**src/design/cecte_pkg.sv**
```systemverilog
// Shared types, constants and timing-word helpers for the CEC frame transmit encoder.
// Depends on nothing; every other design file imports it.
package cecte_pkg;

   // Frame limits and byte counter width.
   localparam int MAX_FRAME_BYTES = 16;
   localparam int COUNT_W         = 5;

   // Queue between the front and the back part.
   localparam int QUEUE_DEPTH = 4;
   localparam int QPTR_W      = $clog2(QUEUE_DEPTH);

   // Field widths.
   localparam int WORD_W = 13;
   localparam int MASK_W = 16;

   // Item command codes.
   localparam logic CMD_BYTE = 1'b0;
   localparam logic CMD_ACK  = 1'b1;

   // Destination that marks a broadcast frame.
   localparam logic [3:0] BROADCAST_ADDR = 4'hF;

   // Register index of the own-address mask.
   localparam logic REG_OWN_MASK = 1'b0;

   // Word positions inside the run of one frame byte.
   localparam logic [4:0] STEP_START_DRIVE = 5'd0;
   localparam logic [4:0] STEP_START_REL   = 5'd1;
   localparam logic [4:0] STEP_FIRST_BIT   = 5'd2;
   localparam logic [4:0] STEP_EOM         = 5'd18;
   localparam logic [4:0] STEP_ACK_DRIVE   = 5'd20;
   localparam logic [4:0] STEP_ACK_SAMPLE  = 5'd21;
   localparam logic [4:0] STEP_ACK_REL     = 5'd22;

   // Drive the line low for n time units.
   function automatic logic [WORD_W-1:0] drive_word(input logic [WORD_W-1:0] n);
      return (n - WORD_W'(1)) << 1;
   endfunction

   // Release the line for n time units, optionally sampling it.
   function automatic logic [WORD_W-1:0] release_word(input logic [WORD_W-1:0] n,
                                                      input logic sample);
      return ((n - WORD_W'(1)) << 2) | {{(WORD_W-2){1'b0}}, sample, 1'b1};
   endfunction

   // One classified item waiting for the back part.
   typedef struct packed {
      logic       is_run;
      logic       with_start;
      logic [7:0] data;
      logic       last;
      logic       verdict_valid;
      logic       frame_ok;
      logic       frame_error;
   } entry_type;

   // One result item.
   typedef struct packed {
      logic [WORD_W-1:0] command_word;
      logic              word_valid;
      logic              end_of_run;
      logic              verdict_valid;
      logic              frame_ok;
      logic              frame_error;
   } result_type;

endpackage

```
**src/design/cecte_front.sv**
```systemverilog
// Front part: accepts request items, keeps the frame state and classifies each item.
// Depends on cecte_pkg.
module cecte_front
   import cecte_pkg::*;
(
   input  logic              clock,
   input  logic              reset,
   input  logic              req_valid,
   output logic              req_ready,
   input  logic              req_command,
   input  logic [7:0]        req_data_byte,
   input  logic              req_last_byte,
   input  logic              req_ack_line_low,
   input  logic [MASK_W-1:0] own_address_mask,
   output logic              push_valid,
   output entry_type         push_entry,
   input  logic              push_ready
);

   logic [COUNT_W-1:0] byte_count_ff, byte_count_in;
   logic               broadcast_ff, broadcast_in;
   logic               local_ff, local_in;
   logic               all_acked_ff, all_acked_in;
   logic               overflow_ff, overflow_in;

   logic       accept;
   logic [3:0] src;
   logic [3:0] dst;
   logic       hdr_broadcast;
   logic       hdr_local;
   logic       acked;
   logic       all_acked_next;

   // Items pass straight into the queue when it has room.
   assign req_ready  = push_ready;
   assign push_valid = req_valid;
   assign accept     = req_valid && push_ready;

   // Header decode and acknowledge judging.
   assign src            = req_data_byte[7:4];
   assign dst            = req_data_byte[3:0];
   assign hdr_broadcast  = (dst == BROADCAST_ADDR);
   assign hdr_local      = !hdr_broadcast && own_address_mask[src] && own_address_mask[dst];
   assign acked          = local_ff || req_ack_line_low;
   assign all_acked_next = all_acked_ff && (broadcast_ff ? !acked : acked);

   // Classify the item and work out the next frame state.
   always_comb begin
      byte_count_in = byte_count_ff;
      broadcast_in  = broadcast_ff;
      local_in      = local_ff;
      all_acked_in  = all_acked_ff;
      overflow_in   = overflow_ff;
      push_entry    = '0;
      push_entry.data = req_data_byte;
      push_entry.last = req_last_byte;
      if (req_command == CMD_BYTE) begin
         if (byte_count_ff >= COUNT_W'(MAX_FRAME_BYTES)) begin
            // The frame is too long: report an error and drop the byte.
            overflow_in            = 1'b1;
            push_entry.frame_error = 1'b1;
         end else begin
            push_entry.is_run     = 1'b1;
            push_entry.with_start = (byte_count_ff == '0);
            if (byte_count_ff == '0) begin
               broadcast_in = hdr_broadcast;
               local_in     = hdr_local;
               all_acked_in = 1'b1;
            end
            byte_count_in = byte_count_ff + COUNT_W'(1);
         end
      end else begin
         all_acked_in = all_acked_next;
         if (req_last_byte) begin
            // The final sample reports the verdict and closes the frame.
            push_entry.verdict_valid = 1'b1;
            push_entry.frame_ok      = all_acked_next && !overflow_ff && (byte_count_ff != '0);
            push_entry.frame_error   = overflow_ff;
            byte_count_in = '0;
            broadcast_in  = 1'b0;
            local_in      = 1'b0;
            all_acked_in  = 1'b1;
            overflow_in   = 1'b0;
         end
      end
   end

   // Frame state registers.
   always_ff @(posedge clock) begin
      if (reset) begin
         byte_count_ff <= '0;
         broadcast_ff  <= 1'b0;
         local_ff      <= 1'b0;
         all_acked_ff  <= 1'b1;
         overflow_ff   <= 1'b0;
      end else if (accept) begin
         byte_count_ff <= byte_count_in;
         broadcast_ff  <= broadcast_in;
         local_ff      <= local_in;
         all_acked_ff  <= all_acked_in;
         overflow_ff   <= overflow_in;
      end
   end

endmodule

```
**src/design/cecte_queue.sv**
```systemverilog
// Short queue of classified items between the front and the back part.
// Depends on cecte_pkg.
module cecte_queue
   import cecte_pkg::*;
(
   input  logic      clock,
   input  logic      reset,
   input  logic      push_valid,
   input  entry_type push_entry,
   output logic      push_ready,
   output logic      pop_valid,
   output entry_type pop_entry,
   input  logic      pop_ready
);

   entry_type          slots_ff [QUEUE_DEPTH];
   logic [QPTR_W-1:0]  wr_ptr_ff, wr_ptr_in;
   logic [QPTR_W-1:0]  rd_ptr_ff, rd_ptr_in;
   logic [QPTR_W:0]    fill_ff, fill_in;
   logic               do_push;
   logic               do_pop;

   assign push_ready = (fill_ff != (QPTR_W+1)'(QUEUE_DEPTH));
   assign pop_valid  = (fill_ff != '0);
   assign pop_entry  = slots_ff[rd_ptr_ff];
   assign do_push    = push_valid && push_ready;
   assign do_pop     = pop_valid && pop_ready;

   // Pointer and fill bookkeeping.
   always_comb begin
      wr_ptr_in = wr_ptr_ff;
      rd_ptr_in = rd_ptr_ff;
      fill_in   = fill_ff;
      if (do_push) begin
         wr_ptr_in = (wr_ptr_ff == QPTR_W'(QUEUE_DEPTH-1)) ? '0 : wr_ptr_ff + QPTR_W'(1);
      end
      if (do_pop) begin
         rd_ptr_in = (rd_ptr_ff == QPTR_W'(QUEUE_DEPTH-1)) ? '0 : rd_ptr_ff + QPTR_W'(1);
      end
      if (do_push && !do_pop) begin
         fill_in = fill_ff + (QPTR_W+1)'(1);
      end else if (do_pop && !do_push) begin
         fill_in = fill_ff - (QPTR_W+1)'(1);
      end
   end

   always_ff @(posedge clock) begin
      if (reset) begin
         wr_ptr_ff <= '0;
         rd_ptr_ff <= '0;
         fill_ff   <= '0;
      end else begin
         wr_ptr_ff <= wr_ptr_in;
         rd_ptr_ff <= rd_ptr_in;
         fill_ff   <= fill_in;
      end
   end

   // Slot storage needs no reset.
   always_ff @(posedge clock) begin
      if (do_push) begin
         slots_ff[wr_ptr_ff] <= push_entry;
      end
   end

endmodule

```
**src/design/cecte_back.sv**
```systemverilog
// Back part: emits the result items of each queued item, one per cycle unless stalled.
// Depends on cecte_pkg.
module cecte_back
   import cecte_pkg::*;
(
   input  logic              clock,
   input  logic              reset,
   input  logic              pop_valid,
   input  entry_type         pop_entry,
   output logic              pop_ready,
   output logic              rsp_valid,
   input  logic              rsp_ready,
   output logic [WORD_W-1:0] rsp_command_word,
   output logic              rsp_word_valid,
   output logic              rsp_end_of_run,
   output logic              rsp_verdict_valid,
   output logic              rsp_frame_ok,
   output logic              rsp_frame_error
);

   logic       active_ff, active_in;
   entry_type  cur_ff, cur_in;
   logic [4:0] step_ff, step_in;
   logic       out_valid_ff, out_valid_in;
   result_type out_ff, out_in;

   logic       out_free;
   logic       is_final;
   logic       do_load;
   logic       finish;
   logic       do_pop;
   logic [4:0] bit_off;
   logic [2:0] bit_idx;
   logic       bit_value;
   result_type gen;

   // Handshake between the sequencer and the output register.
   assign out_free  = !out_valid_ff || rsp_ready;
   assign is_final  = !cur_ff.is_run || (step_ff == STEP_ACK_REL);
   assign do_load   = active_ff && out_free;
   assign finish    = do_load && is_final;
   assign pop_ready = !active_ff || finish;
   assign do_pop    = pop_valid && pop_ready;

   // Data bits go MSB first, then the end-of-message bit.
   assign bit_off   = step_ff - STEP_FIRST_BIT;
   assign bit_idx   = 3'd7 - bit_off[3:1];
   assign bit_value = (step_ff >= STEP_EOM) ? cur_ff.last : cur_ff.data[bit_idx];

   // Result item for the current step.
   always_comb begin
      gen = '0;
      if (!cur_ff.is_run) begin
         gen.end_of_run    = 1'b1;
         gen.verdict_valid = cur_ff.verdict_valid;
         gen.frame_ok      = cur_ff.frame_ok;
         gen.frame_error   = cur_ff.frame_error;
      end else begin
         gen.word_valid = 1'b1;
         gen.end_of_run = (step_ff == STEP_ACK_REL);
         priority if (step_ff == STEP_START_DRIVE) begin
            gen.command_word = drive_word(WORD_W'(3694));
         end else if (step_ff == STEP_START_REL) begin
            gen.command_word = release_word(WORD_W'(794), 1'b0);
         end else if (step_ff == STEP_ACK_DRIVE) begin
            gen.command_word = drive_word(WORD_W'(594));
         end else if (step_ff == STEP_ACK_SAMPLE) begin
            gen.command_word = release_word(WORD_W'(448), 1'b1);
         end else if (step_ff == STEP_ACK_REL) begin
            gen.command_word = release_word(WORD_W'(1336), 1'b0);
         end else if (!step_ff[0]) begin
            gen.command_word = bit_value ? drive_word(WORD_W'(594))
                                         : drive_word(WORD_W'(1494));
         end else begin
            gen.command_word = bit_value ? release_word(WORD_W'(1794), 1'b0)
                                         : release_word(WORD_W'(894), 1'b0);
         end
      end
   end

   // Sequencer: take the next item as the current one ends.
   always_comb begin
      active_in    = active_ff;
      cur_in       = cur_ff;
      step_in      = step_ff;
      out_valid_in = out_valid_ff;
      out_in       = out_ff;
      if (do_pop) begin
         active_in = 1'b1;
         cur_in    = pop_entry;
         step_in   = pop_entry.with_start ? STEP_START_DRIVE : STEP_FIRST_BIT;
      end else if (finish) begin
         active_in = 1'b0;
      end else if (do_load) begin
         step_in = step_ff + 5'd1;
      end
      if (do_load) begin
         out_valid_in = 1'b1;
         out_in       = gen;
      end else if (rsp_ready) begin
         out_valid_in = 1'b0;
      end
   end

   always_ff @(posedge clock) begin
      if (reset) begin
         active_ff    <= 1'b0;
         out_valid_ff <= 1'b0;
      end else begin
         active_ff    <= active_in;
         out_valid_ff <= out_valid_in;
      end
   end

   // Payload registers need no reset.
   always_ff @(posedge clock) begin
      cur_ff  <= cur_in;
      step_ff <= step_in;
      out_ff  <= out_in;
   end

   assign rsp_valid         = out_valid_ff;
   assign rsp_command_word  = out_ff.command_word;
   assign rsp_word_valid    = out_ff.word_valid;
   assign rsp_end_of_run    = out_ff.end_of_run;
   assign rsp_verdict_valid = out_ff.verdict_valid;
   assign rsp_frame_ok      = out_ff.frame_ok;
   assign rsp_frame_error   = out_ff.frame_error;

endmodule

```
**src/design/cec_frame_transmit_encoder_unit.sv**
```systemverilog
// Top level of the CEC frame transmit encoder: register port, front, queue and back part.
// Depends on cecte_pkg, cecte_front, cecte_queue and cecte_back.
//
//   Channel   Direction  Handshake               Payload
//   req_      in         req_valid / req_ready   command, data_byte, last_byte, ack_line_low
//   rsp_      out        rsp_valid / rsp_ready   command_word, word_valid, end_of_run,
//                                                verdict_valid, frame_ok, frame_error
//   csr_      in         APB, pready tied high   own_address_mask at address 0
//
// A frame byte gives 21 result items, 23 for the first byte of a frame; every other
// item gives one. The back sequencer emits one result item per cycle unless rsp_ready
// stalls it. The front takes an item per cycle while the four-entry queue has room,
// and a result waiting in the output register does not block it.
// Reset is synchronous and active high; it clears the frame state, the queue and the
// output register, and sets the own-address mask to 1.
module cec_frame_transmit_encoder_unit
   import cecte_pkg::*;
(
   input  logic              clock,
   input  logic              reset,
   input  logic              req_valid,
   output logic              req_ready,
   input  logic              req_command,
   input  logic [7:0]        req_data_byte,
   input  logic              req_last_byte,
   input  logic              req_ack_line_low,
   output logic              rsp_valid,
   input  logic              rsp_ready,
   output logic [WORD_W-1:0] rsp_command_word,
   output logic              rsp_word_valid,
   output logic              rsp_end_of_run,
   output logic              rsp_verdict_valid,
   output logic              rsp_frame_ok,
   output logic              rsp_frame_error,
   input  logic              csr_psel,
   input  logic              csr_penable,
   input  logic              csr_pwrite,
   input  logic [2:0]        csr_paddr,
   input  logic [31:0]       csr_pwdata,
   output logic [31:0]       csr_prdata,
   output logic              csr_pready
);

   logic [MASK_W-1:0] own_mask_ff;
   logic              csr_write;
   logic              push_valid;
   logic              push_ready;
   entry_type         push_entry;
   logic              pop_valid;
   logic              pop_ready;
   entry_type         pop_entry;

   // Register port: one register, the own-address mask.
   assign csr_pready = 1'b1;
   assign csr_write  = csr_psel && csr_penable && csr_pwrite && csr_pready
                       && (csr_paddr[2] == REG_OWN_MASK);
   assign csr_prdata = (csr_paddr[2] == REG_OWN_MASK) ? {{(32-MASK_W){1'b0}}, own_mask_ff}
                                                     : 32'd0;

   always_ff @(posedge clock) begin
      if (reset) begin
         own_mask_ff <= MASK_W'(1);
      end else if (csr_write) begin
         own_mask_ff <= csr_pwdata[MASK_W-1:0];
      end
   end

   cecte_front u_front (
      .clock            (clock),
      .reset            (reset),
      .req_valid        (req_valid),
      .req_ready        (req_ready),
      .req_command      (req_command),
      .req_data_byte    (req_data_byte),
      .req_last_byte    (req_last_byte),
      .req_ack_line_low (req_ack_line_low),
      .own_address_mask (own_mask_ff),
      .push_valid       (push_valid),
      .push_entry       (push_entry),
      .push_ready       (push_ready)
   );

   cecte_queue u_queue (
      .clock      (clock),
      .reset      (reset),
      .push_valid (push_valid),
      .push_entry (push_entry),
      .push_ready (push_ready),
      .pop_valid  (pop_valid),
      .pop_entry  (pop_entry),
      .pop_ready  (pop_ready)
   );

   cecte_back u_back (
      .clock             (clock),
      .reset             (reset),
      .pop_valid         (pop_valid),
      .pop_entry         (pop_entry),
      .pop_ready         (pop_ready),
      .rsp_valid         (rsp_valid),
      .rsp_ready         (rsp_ready),
      .rsp_command_word  (rsp_command_word),
      .rsp_word_valid    (rsp_word_valid),
      .rsp_end_of_run    (rsp_end_of_run),
      .rsp_verdict_valid (rsp_verdict_valid),
      .rsp_frame_ok      (rsp_frame_ok),
      .rsp_frame_error   (rsp_frame_error)
   );

endmodule

```
**config.mk**
```make
export PLATFORM = sky130hd
export DESIGN_NAME = cec_frame_transmit_encoder_unit
export DESIGN_NICKNAME = d
export VERILOG_FILES = /design/src/design/cecte_pkg.sv /design/src/design/cecte_front.sv /design/src/design/cecte_queue.sv /design/src/design/cecte_back.sv /design/src/design/cec_frame_transmit_encoder_unit.sv
export SDC_FILE = /design/constraint.sdc
export NUM_CORES = 1
export LEC_CHECK = 0
export ABC_AREA = 0
export ABC_CLOCK_PERIOD_IN_PS = 6500
export BUFFER_PORTS_ARGS = -buffer_cell sky130_fd_sc_hd__buf_2
export CORE_UTILIZATION = 30
export CTS_BUF_LIST = sky130_fd_sc_hd__clkbuf_4
export CTS_CLUSTER_DIAMETER = 120
export DETAILED_ROUTE_END_ITERATION = 10
export SYNTH_ARGS = -nofsm -noshare
export SYNTH_HDL_FRONTEND = slang
export SYNTH_SLANG_ARGS = --single-unit
export TNS_END_PERCENT = 50
```
**constraint.sdc**
```tcl
create_clock -name clock -period 6.5 [get_ports clock]
set_input_delay 0.65 -clock clock [delete_from_list [all_inputs] [get_ports clock]]
set_output_delay 0.65 -clock clock [all_outputs]
set_load 0.02 [all_outputs]
```
==> results by group <==
Status
  – Status: finished, final reports clean

Worst setup path
  – Worst r2r src: u_back.step_ff[0]
  – Crit-path max FO: 22
  – CP endpoint: u_queue.fill_ff[2]
  – R2R depth: 12
  – CP Capture Type: flip-flop
  – Worst setup SP type: flip-flop
  – Capturing point of the worst reg2reg path: u_queue.fill_ff[2]
  – Worst Path Required: 6960 ps
  – Crit Path Category: reg -> reg
  – Critical Path Start: u_back.step_ff[0]
  – FF-to-FF setup slack: 2850 ps
  – Crit path DAT: 4110 ps

Synth
  – Mean Syn Cell Area: 12.7 µm²
  – Syn Std Cell Area: 5880 µm²
  – Area contributors post-synth: edfxtp_1 46%, dfxtp_1 12%, mux4_2 7.7%
  – Register bit count reported by yosys: 127
  – FFs w/ async S/R, synth: 0
  – Yosys top cell area share: 0.465
  – Yosys warnings: 0
  – Synth cell types: 59
  – Area leader, netlist: edfxtp_1
  – Ys flop type: edfxtp_1
  – Post-Synthesis Cells: 462
  – Post-synth EDFFs: 91
  – Post-synthesis sequential area ratio: 0.587

Routing
  – 1st-pass router iterations: 4
  – Total wire length: 11,300 µm
  – Via count: 3,737
  – DR WL/cell: 14.2 µm
  – Residual DRC: 0
  – Routed Antenna Nets: 0
  – Drt via density: 4.67
  – DRT iter0 DRCs: 200

STA
  – Worst slew pin tran: 1100 ps
  – Final worst path period share: 0.561
  – Clock skew: 11.9 ps
  – Final Max Tran Viols: 0
  – RSZ-0062 raised after global routing: false
  – Hold Fails Final Rpt: 0
  – Setup TNS: 0 ps
  – # setup viols final: 0
  – Min Hold Slack: 338 ps
  – FMAX: 274 MHz
  – Slew margin rel.: 0.265
  – Period minus WS final: 3650 ps

Placement
  – Placed Cells: 768
  – Port Buffer Count: 70
  – GPL Wtd Cong: 0.818
  – Hpwl dp: 7770 µm

Die
  – Die area: 20,200 µm²
  – Number of cell rows: 50
  – Die W: 142 µm
  – Die H: 142 µm
  – Initial Utilization: 0.310
  – Core Box Area: 19,000 µm²
  – IO Count: 106

Job
  – Maxcap violations: 0

CTS
  – CTS tree: yes
  – Clk sinks: 127
  – Reg clk slew, reported paths: 110 ps
  – Root Buffer: clkbuf_4
  – # hold bufs at CTS: 0
  – CTS H-tree lvls: 4
  – Number of gates resized after cts: 0
  – Clk_lat worst skew: 530 ps
  – Total CTS buffers: 17
  – Post-CTS Repair Setup Buffers: 0
  – Clk buf depth: 2

Final layout
  – Final Util: 0.353
  – Flip-flop and latch area: 3450 µm²
  – Area Overhead vs Synth: 13.9%
  – Nets: 595
  – Fill cell count: 1,876
  – Antenna cells: 0
  – Footprint of the multi-input gates: 2180 µm²
  – Layout cells sized above 1: 0.248
  – Non-Filler Instances: 800

Power and ir drop
  – IR drop worst, VDD: 0.138 mV
  – Static Leak: 2.48 nW
  – Post-route total power: 0.00266 W
  – PD cells: 398 nW/µm²

Global route
  – First-pass GRT wire length: 18,600 µm
  – Gr usage total: 0.121
  – Initial antenna violation count: 0
  – Vias in the first global route: 3,715
  – Total gr overflow: 0
  – Pin count of the biggest net entering global routing: 38

Hold path
  – Worst min path class: in -> reg
## worst max-delay path, cell delays in order, from the launching register on
cell,delay [ps]
edfxtp_1,590
inv_1,200
ha_1,260
nand4b_1,240
a21o_1,280
a21oi_2,820
inv_1,140
ha_1,270
inv_1,70
fa_1,170
xor2_1,80
or3_1,310
a21oi_1,140
## state kept, by name (all words and copies together), names as in the netlist, 2 cells and up, named ones only
name                     count
u_queue.slots_ff            56
own_mask_ff                 16
u_back.cur_ff               13
u_back.rsp_command_word     12
u_back.step_ff               5
u_front.byte_count_ff        5
u_queue.fill_ff              3
u_queue.rd_ptr_ff            2
u_queue.wr_ptr_ff            2
## per-layer routing
layer / vias up / track usage / share of wire
li1: 1809 / - / -
met1: 1765 / 0.142 / 0.43
met2: 148 / 0.203 / 0.49
met3: 15 / 0.0414 / 0.062
met4: 0 / 0.0453 / 0.016
met5: - / 0 / 0
## cells by family after synthesis
kind of cell | after synthesis | share of synthesized area
compound gates | 72 | 0.0766
xor+xnor | 7 | 0.0104
fa+ha+maj | 15 | 0.0332
buf+inv | 56 | 0.0513
flops | 127 | 0.587
mux | 34 | 0.107
other cells | 2 | 0.00128
simple gates | 149 | 0.133
## stage by stage
stage               area, µm²  worst slack [ps]
floorplan                5940              3500
global placement         6380              2980
detailed placement       6380              2860
CTS                      6690              2790
global route             6690              2550
finish                   6690              2850
## cell usage in the layout, fill, tap and decap left out, types with 4 or more instances in the layout
| cell | count |
|---|---|
| edfxtp_1 | 91 |
| buf_2 | 70 |
| nand2_1 | 50 |
| dfxtp_1 | 36 |
| a21oi_1 | 30 |
| nor2b_1 | 24 |
| mux4_2 | 20 |
| clkbuf_4 | 20 |
| nor2_1 | 19 |
| conb_1 | 17 |
| inv_1 | 15 |
| o21ai_0 | 14 |
| nand3_1 | 14 |
| ha_1 | 14 |
| mux2i_1 | 9 |
| a21o_1 | 6 |
| or3_1 | 5 |
| and3_1 | 5 |
| xor2_1 | 4 |
| nand3b_1 | 4 |
| bufinv_16 | 4 |
## worst min-delay path by stage
stage	from	end	slack, ps	cells after the start
after floorplan	own_mask_ff[15]	own_mask_ff[15]	440	2
after CTS	csr_pwdata[0]	own_mask_ff[0]	290	3
after detailed placement	u_back.active_ff	u_back.active_ff	490	2
after global routing	csr_pwdata[0]	own_mask_ff[0]	290	3
after global placement	own_mask_ff[5]	own_mask_ff[5]	470	2
final	csr_pwdata[0]	own_mask_ff[0]	340	3
## where the power goes
group | internal, W | switching, W | total, W
sequential | 0.00111 | 0.000145 | 0.00125
combinational | 0.000356 | 0.000449 | 0.000805
clock | 0.000315 | 0.000289 | 0.000604
total | 0.00178 | 0.000883 | 0.00266
## Yosys cell counts, drive strengths merged, types with 2 or more instances
library cell  count
nor3              3
conb              2
xnor2             3
inv              16
nor3b             2
xor2              4
or2               2
o21ai            14
clkbuf           18
nand4             3
a21o              7
nand3            14
nand4b            2
nor2b            24
a2bb2oi           3
dfxtp            36
buf              22
nand2            50
nor2             19
o22ai             3
mux4             22
a21oi            31
nand3b            4
ha               14
nor4              2
or3b              2
and3              5
nand2b            3
mux2              3
mux2i             9
a32o              3
a311oi            2
a31oi             3
or3               5
edfxtp           91
and4b             2
## layout make-up
class / instances / share of cell area
sequential: 127 / 0.516
clock inverter: 12 / 0.0249
clock buffer: 20 / 0.0224
multi-input combinational: 294 / 0.326
tap: 260 / 0.0486
inverter: 16 / 0.00897
timing repair buffer: 71 / 0.0535
Power figures use the tool's default switching activity.
